$ cat src/hdl/utf8v_pkg.sv
// ----------------------------------------------------------------------------
// utf8v_pkg
// Shared types and constants for the streaming UTF-8 validator.
// ----------------------------------------------------------------------------
package utf8v_pkg;

	// Byte classes decided by the front end
	typedef enum logic [2:0] {
		CLS_NUL,
		CLS_ASCII,
		CLS_CONT,
		CLS_LEAD2,
		CLS_LEAD3,
		CLS_LEAD4,
		CLS_BAD
	} uv_class_t;

	// One word as it travels through the queue
	typedef struct packed {
		uv_class_t   cls;
		logic [7:0]  data;
		logic        present;
		logic        last;
	} uv_item_t;

	// Queue status seen by front and back
	typedef struct packed {
		logic full;
		logic empty;
	} uv_qstat_t;

	localparam int unsigned CP_W = 21;

	localparam logic [CP_W-1:0] CP_MIN2    = 21'h000080;
	localparam logic [CP_W-1:0] CP_MIN3    = 21'h000800;
	localparam logic [CP_W-1:0] CP_MIN4    = 21'h010000;
	localparam logic [CP_W-1:0] CP_MAX     = 21'h10FFFF;
	localparam logic [CP_W-1:0] CP_SUR_LO  = 21'h00D800;
	localparam logic [CP_W-1:0] CP_SUR_HI  = 21'h00DFFF;

	// Continuation counts per sequence length
	localparam logic [1:0] SEQ_NONE = 2'd0;
	localparam logic [1:0] SEQ_TWO  = 2'd1;
	localparam logic [1:0] SEQ_THREE = 2'd2;
	localparam logic [1:0] SEQ_FOUR = 2'd3;

endpackage

$ cat src/hdl/utf8_stream_validator.sv
// ----------------------------------------------------------------------------
// utf8_stream_validator
// Strict UTF-8 checker over a byte stream, one word per byte.
//
// Usage:
//   Input channel (in_valid/in_ready) carries data_byte, byte_present and
//   end_of_string. An empty string is a single word with byte_present low
//   and end_of_string high.
//   Output channel (out_valid/out_ready) returns one word per input word:
//   error_seen tracks the string so far, string_done marks the closing
//   word and string_valid gives the verdict on it.
//   An accepted word passes through the queue, then the output register, to out_valid.
//   Throughput: one word per cycle while out_ready stays high, set by the decode step in the back end.
//   A queue of QUEUE_DEPTH words sits between classifier and decoder; when
//   the receiver stalls, the output register holds, the queue fills and
//   in_ready drops once it is full.
//   Reset clears the queue, the decode state and the output valid; the
//   block is ready to accept words as soon as reset is released.
// ----------------------------------------------------------------------------
module utf8_stream_validator #(
	parameter int unsigned QUEUE_DEPTH = 2
) (
	input  logic       clk,
	input  logic       arst_n,
	input  logic       in_valid,
	output logic       in_ready,
	input  logic [7:0] data_byte,
	input  logic       byte_present,
	input  logic       end_of_string,
	output logic       out_valid,
	input  logic       out_ready,
	output logic       error_seen,
	output logic       string_done,
	output logic       string_valid
);
	import utf8v_pkg::*;

	uv_qstat_t qstat;
	uv_item_t  push_item;
	uv_item_t  pop_item;
	logic      push;
	logic      pop;

	// Classify incoming bytes
	utf8v_front u_front (
		.in_valid      (in_valid),
		.in_ready      (in_ready),
		.data_byte     (data_byte),
		.byte_present  (byte_present),
		.end_of_string (end_of_string),
		.qstat         (qstat),
		.push          (push),
		.push_item     (push_item)
	);

	// Buffer classified words
	utf8v_queue #(
		.DEPTH (QUEUE_DEPTH)
	) u_queue (
		.clk       (clk),
		.arst_n    (arst_n),
		.push      (push),
		.push_item (push_item),
		.pop       (pop),
		.pop_item  (pop_item),
		.qstat     (qstat)
	);

	// Decode and report
	utf8v_back u_back (
		.clk          (clk),
		.arst_n       (arst_n),
		.qstat        (qstat),
		.pop_item     (pop_item),
		.pop          (pop),
		.out_valid    (out_valid),
		.out_ready    (out_ready),
		.error_seen   (error_seen),
		.string_done  (string_done),
		.string_valid (string_valid)
	);

endmodule

$ cat src/hdl/utf8v_front.sv
// ----------------------------------------------------------------------------
// utf8v_front
// Input side: accepts words and classifies each byte by its lead pattern.
// ----------------------------------------------------------------------------
module utf8v_front (
	input  logic                 in_valid,
	output logic                 in_ready,
	input  logic [7:0]           data_byte,
	input  logic                 byte_present,
	input  logic                 end_of_string,
	input  utf8v_pkg::uv_qstat_t qstat,
	output logic                 push,
	output utf8v_pkg::uv_item_t  push_item
);
	import utf8v_pkg::*;

	uv_class_t cls;

	// Classify the byte by its value range
	always_comb begin
		case (data_byte) inside
			8'h00:          cls = CLS_NUL;
			[8'h01:8'h7F]:  cls = CLS_ASCII;
			[8'h80:8'hBF]:  cls = CLS_CONT;
			[8'hC0:8'hDF]:  cls = CLS_LEAD2;
			[8'hE0:8'hEF]:  cls = CLS_LEAD3;
			[8'hF0:8'hF7]:  cls = CLS_LEAD4;
			default:        cls = CLS_BAD;
		endcase
	end

	// Take a word whenever the queue has room
	assign in_ready = !qstat.full;
	assign push     = in_valid && in_ready;

	always_comb begin
		push_item.cls     = cls;
		push_item.data    = data_byte;
		push_item.present = byte_present;
		push_item.last    = end_of_string;
	end

endmodule

$ cat src/hdl/utf8v_queue.sv
// ----------------------------------------------------------------------------
// utf8v_queue
// Small register queue between the front and back ends.
// ----------------------------------------------------------------------------
module utf8v_queue #(
	parameter int unsigned DEPTH = 2
) (
	input  logic                 clk,
	input  logic                 arst_n,
	input  logic                 push,
	input  utf8v_pkg::uv_item_t  push_item,
	input  logic                 pop,
	output utf8v_pkg::uv_item_t  pop_item,
	output utf8v_pkg::uv_qstat_t qstat
);
	import utf8v_pkg::*;

	localparam int unsigned PTR_W = (DEPTH > 1) ? $clog2(DEPTH) : 1;
	localparam int unsigned CNT_W = $clog2(DEPTH + 1);
	localparam logic [PTR_W-1:0] PTR_LAST = PTR_W'(DEPTH - 1);
	localparam logic [CNT_W-1:0] CNT_FULL = CNT_W'(DEPTH);

	uv_item_t         mem_q [DEPTH];
	logic [PTR_W-1:0] wr_ptr_q;
	logic [PTR_W-1:0] rd_ptr_q;
	logic [CNT_W-1:0] count_q;

	assign qstat.full  = (count_q == CNT_FULL);
	assign qstat.empty = (count_q == '0);
	assign pop_item    = mem_q[rd_ptr_q];

	// Store the incoming word
	always_ff @(posedge clk) begin
		if (push) begin
			mem_q[wr_ptr_q] <= push_item;
		end
	end

	// Advance pointers and count
	always_ff @(posedge clk or negedge arst_n) begin
		if (!arst_n) begin
			wr_ptr_q <= '0;
			rd_ptr_q <= '0;
			count_q  <= '0;
		end else begin
			if (push) begin
				wr_ptr_q <= (wr_ptr_q == PTR_LAST) ? '0 : wr_ptr_q + 1'b1;
			end
			if (pop) begin
				rd_ptr_q <= (rd_ptr_q == PTR_LAST) ? '0 : rd_ptr_q + 1'b1;
			end
			if (push && !pop) begin
				count_q <= count_q + 1'b1;
			end else if (pop && !push) begin
				count_q <= count_q - 1'b1;
			end
		end
	end

endmodule

$ cat src/hdl/utf8v_back.sv
// ----------------------------------------------------------------------------
// utf8v_back
// Decode side: tracks the open sequence, checks code points, and registers
// one result word per queued word.
// ----------------------------------------------------------------------------
module utf8v_back (
	input  logic                 clk,
	input  logic                 arst_n,
	input  utf8v_pkg::uv_qstat_t qstat,
	input  utf8v_pkg::uv_item_t  pop_item,
	output logic                 pop,
	output logic                 out_valid,
	input  logic                 out_ready,
	output logic                 error_seen,
	output logic                 string_done,
	output logic                 string_valid
);
	import utf8v_pkg::*;

	logic [1:0]      pend_q, pend_n;
	logic [1:0]      len_q, len_n;
	logic [CP_W-1:0] acc_q, acc_n;
	logic            err_q, err_n;

	logic [CP_W-1:0] acc_sh;
	logic [CP_W-1:0] min_cp;
	logic            cp_bad;
	logic            res_err, res_done, res_valid;
	logic            out_valid_q;
	logic            err_out_q, done_out_q, valid_out_q;

	// Pop when the output register is free or being drained
	assign pop = !qstat.empty && (!out_valid_q || out_ready);

	// Shift in the continuation payload and range-check the code point
	assign acc_sh = {acc_q[CP_W-7:0], pop_item.data[5:0]};

	always_comb begin
		case (len_q)
			SEQ_TWO:   min_cp = CP_MIN2;
			SEQ_THREE: min_cp = CP_MIN3;
			default:   min_cp = CP_MIN4;
		endcase
		cp_bad = (acc_sh < min_cp) || (acc_sh > CP_MAX) ||
			((acc_sh >= CP_SUR_LO) && (acc_sh <= CP_SUR_HI));
	end

	// Next decode state
	always_comb begin
		pend_n = pend_q;
		len_n  = len_q;
		acc_n  = acc_q;
		err_n  = err_q;
		if (pop_item.present && !err_q) begin
			if (pend_q == SEQ_NONE) begin
				case (pop_item.cls)
					CLS_ASCII: begin
					end
					CLS_LEAD2: begin
						pend_n = SEQ_TWO;
						len_n  = SEQ_TWO;
						acc_n  = CP_W'(pop_item.data[4:0]);
					end
					CLS_LEAD3: begin
						pend_n = SEQ_THREE;
						len_n  = SEQ_THREE;
						acc_n  = CP_W'(pop_item.data[3:0]);
					end
					CLS_LEAD4: begin
						pend_n = SEQ_FOUR;
						len_n  = SEQ_FOUR;
						acc_n  = CP_W'(pop_item.data[2:0]);
					end
					default: begin
						err_n = 1'b1;
					end
				endcase
			end else if (pop_item.cls != CLS_CONT) begin
				err_n = 1'b1;
			end else begin
				pend_n = pend_q - 1'b1;
				acc_n  = acc_sh;
				if (pend_q == SEQ_TWO) begin
					err_n = cp_bad;
					acc_n = '0;
					len_n = SEQ_NONE;
				end
			end
		end
	end

	// Result for this word
	always_comb begin
		if (pop_item.last) begin
			res_err   = err_n || !pop_item.present || (pend_n != SEQ_NONE);
			res_done  = 1'b1;
			res_valid = !res_err;
		end else begin
			res_err   = err_n;
			res_done  = 1'b0;
			res_valid = 1'b0;
		end
	end

	// Update decode state; clear at string end
	always_ff @(posedge clk or negedge arst_n) begin
		if (!arst_n) begin
			pend_q <= SEQ_NONE;
			len_q  <= SEQ_NONE;
			acc_q  <= '0;
			err_q  <= 1'b0;
		end else if (pop) begin
			if (pop_item.last) begin
				pend_q <= SEQ_NONE;
				len_q  <= SEQ_NONE;
				acc_q  <= '0;
				err_q  <= 1'b0;
			end else begin
				pend_q <= pend_n;
				len_q  <= len_n;
				acc_q  <= acc_n;
				err_q  <= err_n;
			end
		end
	end

	// Output register valid
	always_ff @(posedge clk or negedge arst_n) begin
		if (!arst_n) begin
			out_valid_q <= 1'b0;
		end else if (pop) begin
			out_valid_q <= 1'b1;
		end else if (out_ready) begin
			out_valid_q <= 1'b0;
		end
	end

	// Output register payload
	always_ff @(posedge clk) begin
		if (pop) begin
			err_out_q   <= res_err;
			done_out_q  <= res_done;
			valid_out_q <= res_valid;
		end
	end

	assign out_valid    = out_valid_q;
	assign error_seen   = err_out_q;
	assign string_done  = done_out_q;
	assign string_valid = valid_out_q;

endmodule

$ cat config.mk
export PLATFORM = sky130hd
export DESIGN_NAME = utf8_stream_validator
export DESIGN_NICKNAME = d
export VERILOG_FILES = /design/src/hdl/utf8v_pkg.sv /design/src/hdl/utf8_stream_validator.sv /design/src/hdl/utf8v_front.sv /design/src/hdl/utf8v_queue.sv /design/src/hdl/utf8v_back.sv
export SDC_FILE = /design/constraint.sdc
export NUM_CORES = 1
export LEC_CHECK = 0
export BUFFER_PORTS_ARGS = -buffer_cell sky130_fd_sc_hd__buf_2
export CELL_PAD_IN_SITES_DETAIL_PLACEMENT = 0
export CELL_PAD_IN_SITES_GLOBAL_PLACEMENT = 1
export CORE_MARGIN = 10
export CORE_UTILIZATION = 52
export CTS_BUF_LIST = sky130_fd_sc_hd__clkbuf_16
export DETAILED_ROUTE_END_ITERATION = 12
export PLACE_DENSITY_LB_ADDON = 0.1
export SKIP_CTS_REPAIR_TIMING = 1
export SLEW_MARGIN = 15
export SYNTH_ARGS = -nofsm -noshare
export SYNTH_HDL_FRONTEND = slang
export SYNTH_SLANG_ARGS = --single-unit
$ cat constraint.sdc
create_clock -name clk -period 4.6 [get_ports clk]
set_input_delay 0.46 -clock clk [delete_from_list [all_inputs] [get_ports clk]]
set_output_delay 0.46 -clock clk [all_outputs]
set_load 0.01 [all_outputs]
==> run_results.csv, run 1 <==
group,metric,value,unit
critical_path,worstPathRequired,4.83,ns
power,p_leak,0.00119,uW
layout,diodes,0,
logic_synthesis,ys_warn_count,0,
clocking,htree_levels,2,
logic_synthesis,syn_avg_cell_area,12.4,um2
grt,grt_max_degree,26,
grt,grtUsageMet1,14.9,%
logic_synthesis,async_flop_share,50.0,%
floorplan,die_w,90.5,um
critical_path,rr_startpoint,"u_queue.rd_ptr_q",
logic_synthesis,synth.area.top_cells,"edfxtp_1 29%, dfrtp_1 24%, a22o_1 4.1%",
route,wl,4.93,mm
power,swShare,35.9,%
grt,grt_use_total,12.0,%
floorplan,dieArea,8180,um2
clocking,cts_buffers,5,
clocking,cts_tree,"built",
placement,port_buffers,18,
layout,drive_gt1_share,21.6,%
route,via_count,1696,
grt,antenna_found_initial,0,
sta,fin_crit,2.54,ns
sta,rsz0062_at_grt,"no",
sta,clock_skew,0.00373,ns
route,vias_per_cell,5.77,
critical_path,cp_max_fo,25,
floorplan,die_h,90.5,um
floorplan,top_level_ports,19,
layout,final_cell_mix,"25 x dfrtp_1, 25 x edfxtp_1, 18 x buf_2, 12 x inv_1, 12 x a22o_1",
grt,gr-max-usage-layer,"met2",
floorplan,initial_core_util,54.3,%
critical_path,critPathCaptureType,"register",
clocking,clock_latency,0.29,ns
power,ir_drop,0.406,mV
critical_path,cpPeakStageDelay,0.93,ns
logic_synthesis,synth_top_cell_by_area,"edfxtp_1",
sta,post-route-period-util,55.3,%
critical_path,reg2reg_depth,5,
sta,setup_tns,0,ns
layout,nets,247,
route,route.antenna.remaining_nets,0,
grt,grt_pass1_wl,8.15,mm
critical_path,critPathArrivalTime,2.77,ns
logic_synthesis,ys_seq_area_share,53.3,%
outcome,outcome,"finished, final reports clean",
sta,slew_violations,0,
clocking,cts_sinks,50,
critical_path,r2r_end,"u_back.acc_q[8]",
route,wire_per_inst,16.8,um
logic_synthesis,syn_nets,229,
power,power_density,604,nW/um2
logic_synthesis,synth_top_area_share,29.1,%
placement,place.gp.congestion,0.890,
worst_hold_path,hp-class,"in2async",
critical_path,crit_path_top_delay_cell,"dfrtp_1",
critical_path,crit_chain,"mux2_2 -> o211ai_1 -> a31oi_2 -> o21ai_2 -> a22o_1",
power,cell_internal_pwr,1100,uW
critical_path,worstSetupStartpointType,"register",
logic_synthesis,synthCells,208,
layout,fin_area,2850,um2
logic_synthesis,yosysUniqueCellTypes,58,
sta,finalHoldViolCount,0,
critical_path,crit_buf_inv,0,
sta,fmax,393,MHz
logic_synthesis,synthFlopType,"edfxtp_1",
placement,dpl_cell_area,2690,um2
power,clkPwrFrac,22.7,%
critical_path,critical_path_depth,5,
grt,met2_usage,19.6,%
logic_synthesis,netlist_area,2580,um2
grt,overflow,0,
floorplan,core-area,4750,um2
power,seqPwrFrac,42.3,%
route,drc,0,
logic_synthesis,ys_seq_elements,50,
clocking,root_buffer,"clkbuf_16",
route,drt-initial-drc-count,126,
placement,post-dp-hpwl,3.71,mm
critical_path,critPathTopFamily,"compound AO/OA/AOI/OAI gates",
layout,area_growth,10.5,%
grt,grt_pass1_vias,1711,
power,p_sw,619,uW
floorplan,rows,25,
critical_path,rrSetupSlack,2.06,ns
sta,tightestPinTransition,0.899,ns
grt,use_met3,3.08,%
sta,relSlewSlack,40.1,%
sta,setup_violations,0,
power,combPwrFrac,35.0,%
run,drv_cap,0,
logic_synthesis,synth_edf_count,25,
critical_path,critPathKind,"reg2reg",
clocking,clkTransAtPathRegs,0.07,ns
power,p_total,1720,uW
clocking,clk_path_buf_depth,2,
route,dr.pass1.iters,4,
[cells by family (layout without fill, tap and decap cells)]
group	after synthesis	in the layout	synth area share, %
and+or+nand+nor	61	61	14.7
AOI/OAI and AO/OA	53	53	16.6
DFF	50	50	53.3
buffers and inverters	19	38	4.26
muxes	13	13	6.06
adders and majority gates	7	7	3.39
xor gates and xnor gates	5	5	1.70
[cell type report]
type	instances	area, um2
Tap cell	67	83.8
Clock buffer	6	150
Clock inverter	2	12.5
Inverter	12	45.0
Timing Repair Buffer	18	90.1
Multi-Input combinational cell	139	1100
Fill cell	413	1900
Sequential cell	50	1380
[layer usage]
layer | routed length [um] | part of all wire [%]
met1 | 2390 | 49
met2 | 2310 | 47
met3 | 178 | 3.6
met4 | 47 | 0.95
met5 | 0 | 0
[sequential cells by signal, indices dropped and copies added (netlist names)]
signal               cells
u_back.string_done       1
u_queue.rd_ptr_q         1
u_back.out_valid         1
u_back.string_valid      1
u_back.len_q             2
u_queue.mem_q           22
u_queue.count_q          2
u_back.pend_q            2
u_back.err_q             1
u_back.acc_q            15
u_back.error_seen        1
u_queue.wr_ptr_q         1
[worst max-delay path by stage]
stage	to	start	slack, ns
after floorplan	u_back.error_seen	u_back.pend_q[0]	2.53
after global placement	u_back.acc_q[11]	u_queue.rd_ptr_q	2.20
after detailed placement	u_back.acc_q[8]	u_queue.rd_ptr_q	2.10
after CTS	u_back.acc_q[8]	u_queue.rd_ptr_q	2.08
after global routing	u_back.acc_q[8]	u_queue.rd_ptr_q	1.87
final	u_back.acc_q[8]	u_queue.rd_ptr_q	2.06
[stage by stage]
step           hold WS [ns]  setup slack [ns]  utilization, %  std cells
6_report              0.162              2.06            60.0        294
5_1_grt               0.195              1.87            60.0        294
4_1_cts               0.179              2.08            60.0        294
3_5_place_dp          0.474              2.10            56.6        286
3_3_place_gp          0.472              2.20            56.6        286
2_1_floorplan         0.164              2.53               -        208
[power by group through the flow]
| stage | clock (uW) | combinational, uW | sequential, uW |
|---|---|---|---|
| 6_report | 392 | 603 | 729 |
| 5_1_grt | 415 | 668 | 747 |
| 4_1_cts | 399 | 606 | 729 |
| 3_5_place_dp | 0 | 601 | 736 |
| 3_3_place_gp | 0 | 587 | 730 |
| 2_1_floorplan | 0 | 533 | 678 |
[worst register-to-register path: stages (launching register included)]
cell and delay, ns:
dfrtp_1 0.93, mux2_2 0.44, o211ai_1 0.16, a31oi_2 0.17, o21ai_2 0.54, a22o_1 0.25
[cell usage after synthesis (all sizes together) (3+ instances only)]
master	n
mux2	5
o211ai	5
dfrtp	25
a21oi	4
and3	5
nor4	3
ha	7
mux2i	7
o2bb2ai	5
nand2b	9
inv	12
buf	7
a31oi	4
edfxtp	25
xnor2	3
o21ai	9
nand2	10
nor2	11
a22o	12
Note: power is estimated with default switching activity, not from simulation.
==> run 2: changes to the inputs <==
- CORE_UTILIZATION: 52 -> 44
- clock period: 4.6 -> 2.1 ns (I/O delays scaled with it)
==> run_results.csv, run 2 (synthesized netlist as in run 1, its figures left out) <==
group,metric,value,unit
outcome,outcome,"finished, final reports clean",
grt,grt_use_total,11.5,%
layout,largest_reg_flops,22,
route,drc,0,
floorplan,initial_core_util,46.1,%
sta,finalHoldViolCount,0,
critical_path,cp_max_fo,3,
route,vias_per_cell,5.58,
critical_path,critPathArrivalTime,2.06,ns
grt,overflow,0,
layout,diodes,0,
route,wl,5.70,mm
clocking,htree_levels,2,
critical_path,critPathCaptureType,"register",
grt,grt_pass1_vias,1797,
clocking,cts_tree,"built",
sta,tightestPinTransition,0.588,ns
sta,clock_skew,0.00722,ns
sta,setup_violations,0,
floorplan,die_w,96.6,um
sta,holdWs,0.122,ns
sta,post-route-period-util,96.2,%
placement,post-dp-hpwl,4.29,mm
clocking,clkTransAtPathRegs,0.07,ns
grt,antenna_found_initial,0,
run,drv_cap,0,
floorplan,top_level_ports,19,
layout,multi_input_area,1160,um2
grt,grt_pass1_wl,9.12,mm
layout,area_growth,20.8,%
layout,final_common_cell,"buf_4",
placement,port_buffers,18,
clocking,cts_buffers,5,
power,p_leak,0.00134,uW
layout,top_regs,"u_queue.mem_q x22, u_back.acc_q x15",
floorplan,rows,27,
clocking,root_buffer,"clkbuf_16",
placement,place.gp.congestion,0.849,
critical_path,critPathKind,"reg2reg",
layout,nets,275,
floorplan,die_h,96.6,um
route,via_count,1824,
power,ir_drop,0.591,mV
clocking,clock_latency,0.29,ns
worst_hold_path,hp-class,"in2reg",
layout,final_cell_mix,"27 x buf_4, 25 x edfxtp_1, 24 x dfrtp_1, 18 x buf_2, 13 x inv_1",
grt,grt_max_degree,26,
layout,register_area,1380,um2
power,power_density,1310,nW/um2
layout,drive_gt1_share,33.3,%
route,drt-initial-drc-count,124,
floorplan,dieArea,9330,um2
route,dr.pass1.iters,5,
layout,fin_cells,327,
critical_path,rrSetupSlack,0.08,ns
clocking,clk_path_buf_depth,2,
sta,relSlewSlack,60.8,%
floorplan,core-area,5610,um2
clocking,cts_sinks,50,
critical_path,worstPathRequired,2.14,ns
layout,fill_cells,507,
route,wire_per_inst,17.4,um
placement,placedCellCount,316,
layout,top_register,"u_queue.mem_q",
route,route.antenna.remaining_nets,0,
critical_path,worstSetupStartpointType,"register",
sta,fin_crit,2.02,ns
sta,fmax,495,MHz
sta,slew_violations,0,
-- run 2: critical path, cell delays in order, from the launching register on --
cell and delay (ns):
dfrtp_1 0.39, or3_1 0.47, o41ai_2 0.43, a21oi_1 0.14, a31oi_2 0.26, nor3_1 0.08
-- run 2: power breakdown --
group          total [uW]  leakage (uW)  internal (uW)  switching [uW]
Sequential           1530      0.000566           1330             198
Clock                 783     0.0000750            437             345
Combinational        1770      0.000703            837             938
Total                4090       0.00134           2600            1480
-- run 2: final timing paths --
| kind | endpoint | from | cells after the start |
|---|---|---|---|
| min reg2reg | u_back.out_valid | u_back.out_valid | 2 |
| max reg2reg | u_back.string_valid | u_back.acc_q[13] | 5 |
| max | u_back.string_valid | u_back.acc_q[13] | 5 |
| min in group asynchronous | u_back.acc_q[13] | arst_n | 2 |
| max in group asynchronous | u_queue.rd_ptr_q | arst_n | 2 |
| min | u_queue.mem_q[0][1] | byte_present | 1 |
-- run 2: per-stage QoR --
step	util [%]	setup TNS (ns)	instance area, um2	setup WS, ns	total power [uW]
final	55.6	0	3120	0.0806	4090
after global routing	55.6	-0.0337	3120	-0.00993	4340
after CTS	54.0	-0.122	3030	-0.0955	3990
after detailed placement	51.5	-0.0827	2890	-0.0726	3210
after global placement	51.5	-0.000629	2890	-0.000629	3180
after floorplan	-	0	2580	0.0293	2650
-- run 2: layout make-up --
type | count | area share, %
Clock buffer | 5 | 4.01
Clock inverter | 3 | 0.562
Inverter | 12 | 1.44
Multi-Input combinational cell | 139 | 37.2
Sequential cell | 50 | 44.2
Tap cell | 72 | 2.89
Timing Repair Buffer | 46 | 9.71
-- run 2: routing by layer --
metal  GRT usage [%]  vias up  wire [um]
met5               0        -          0
met3            2.84        5        193
met2            18.0       39       2740
met4            3.61        0         51
met1            15.2      893       2710
li1                -      887          -
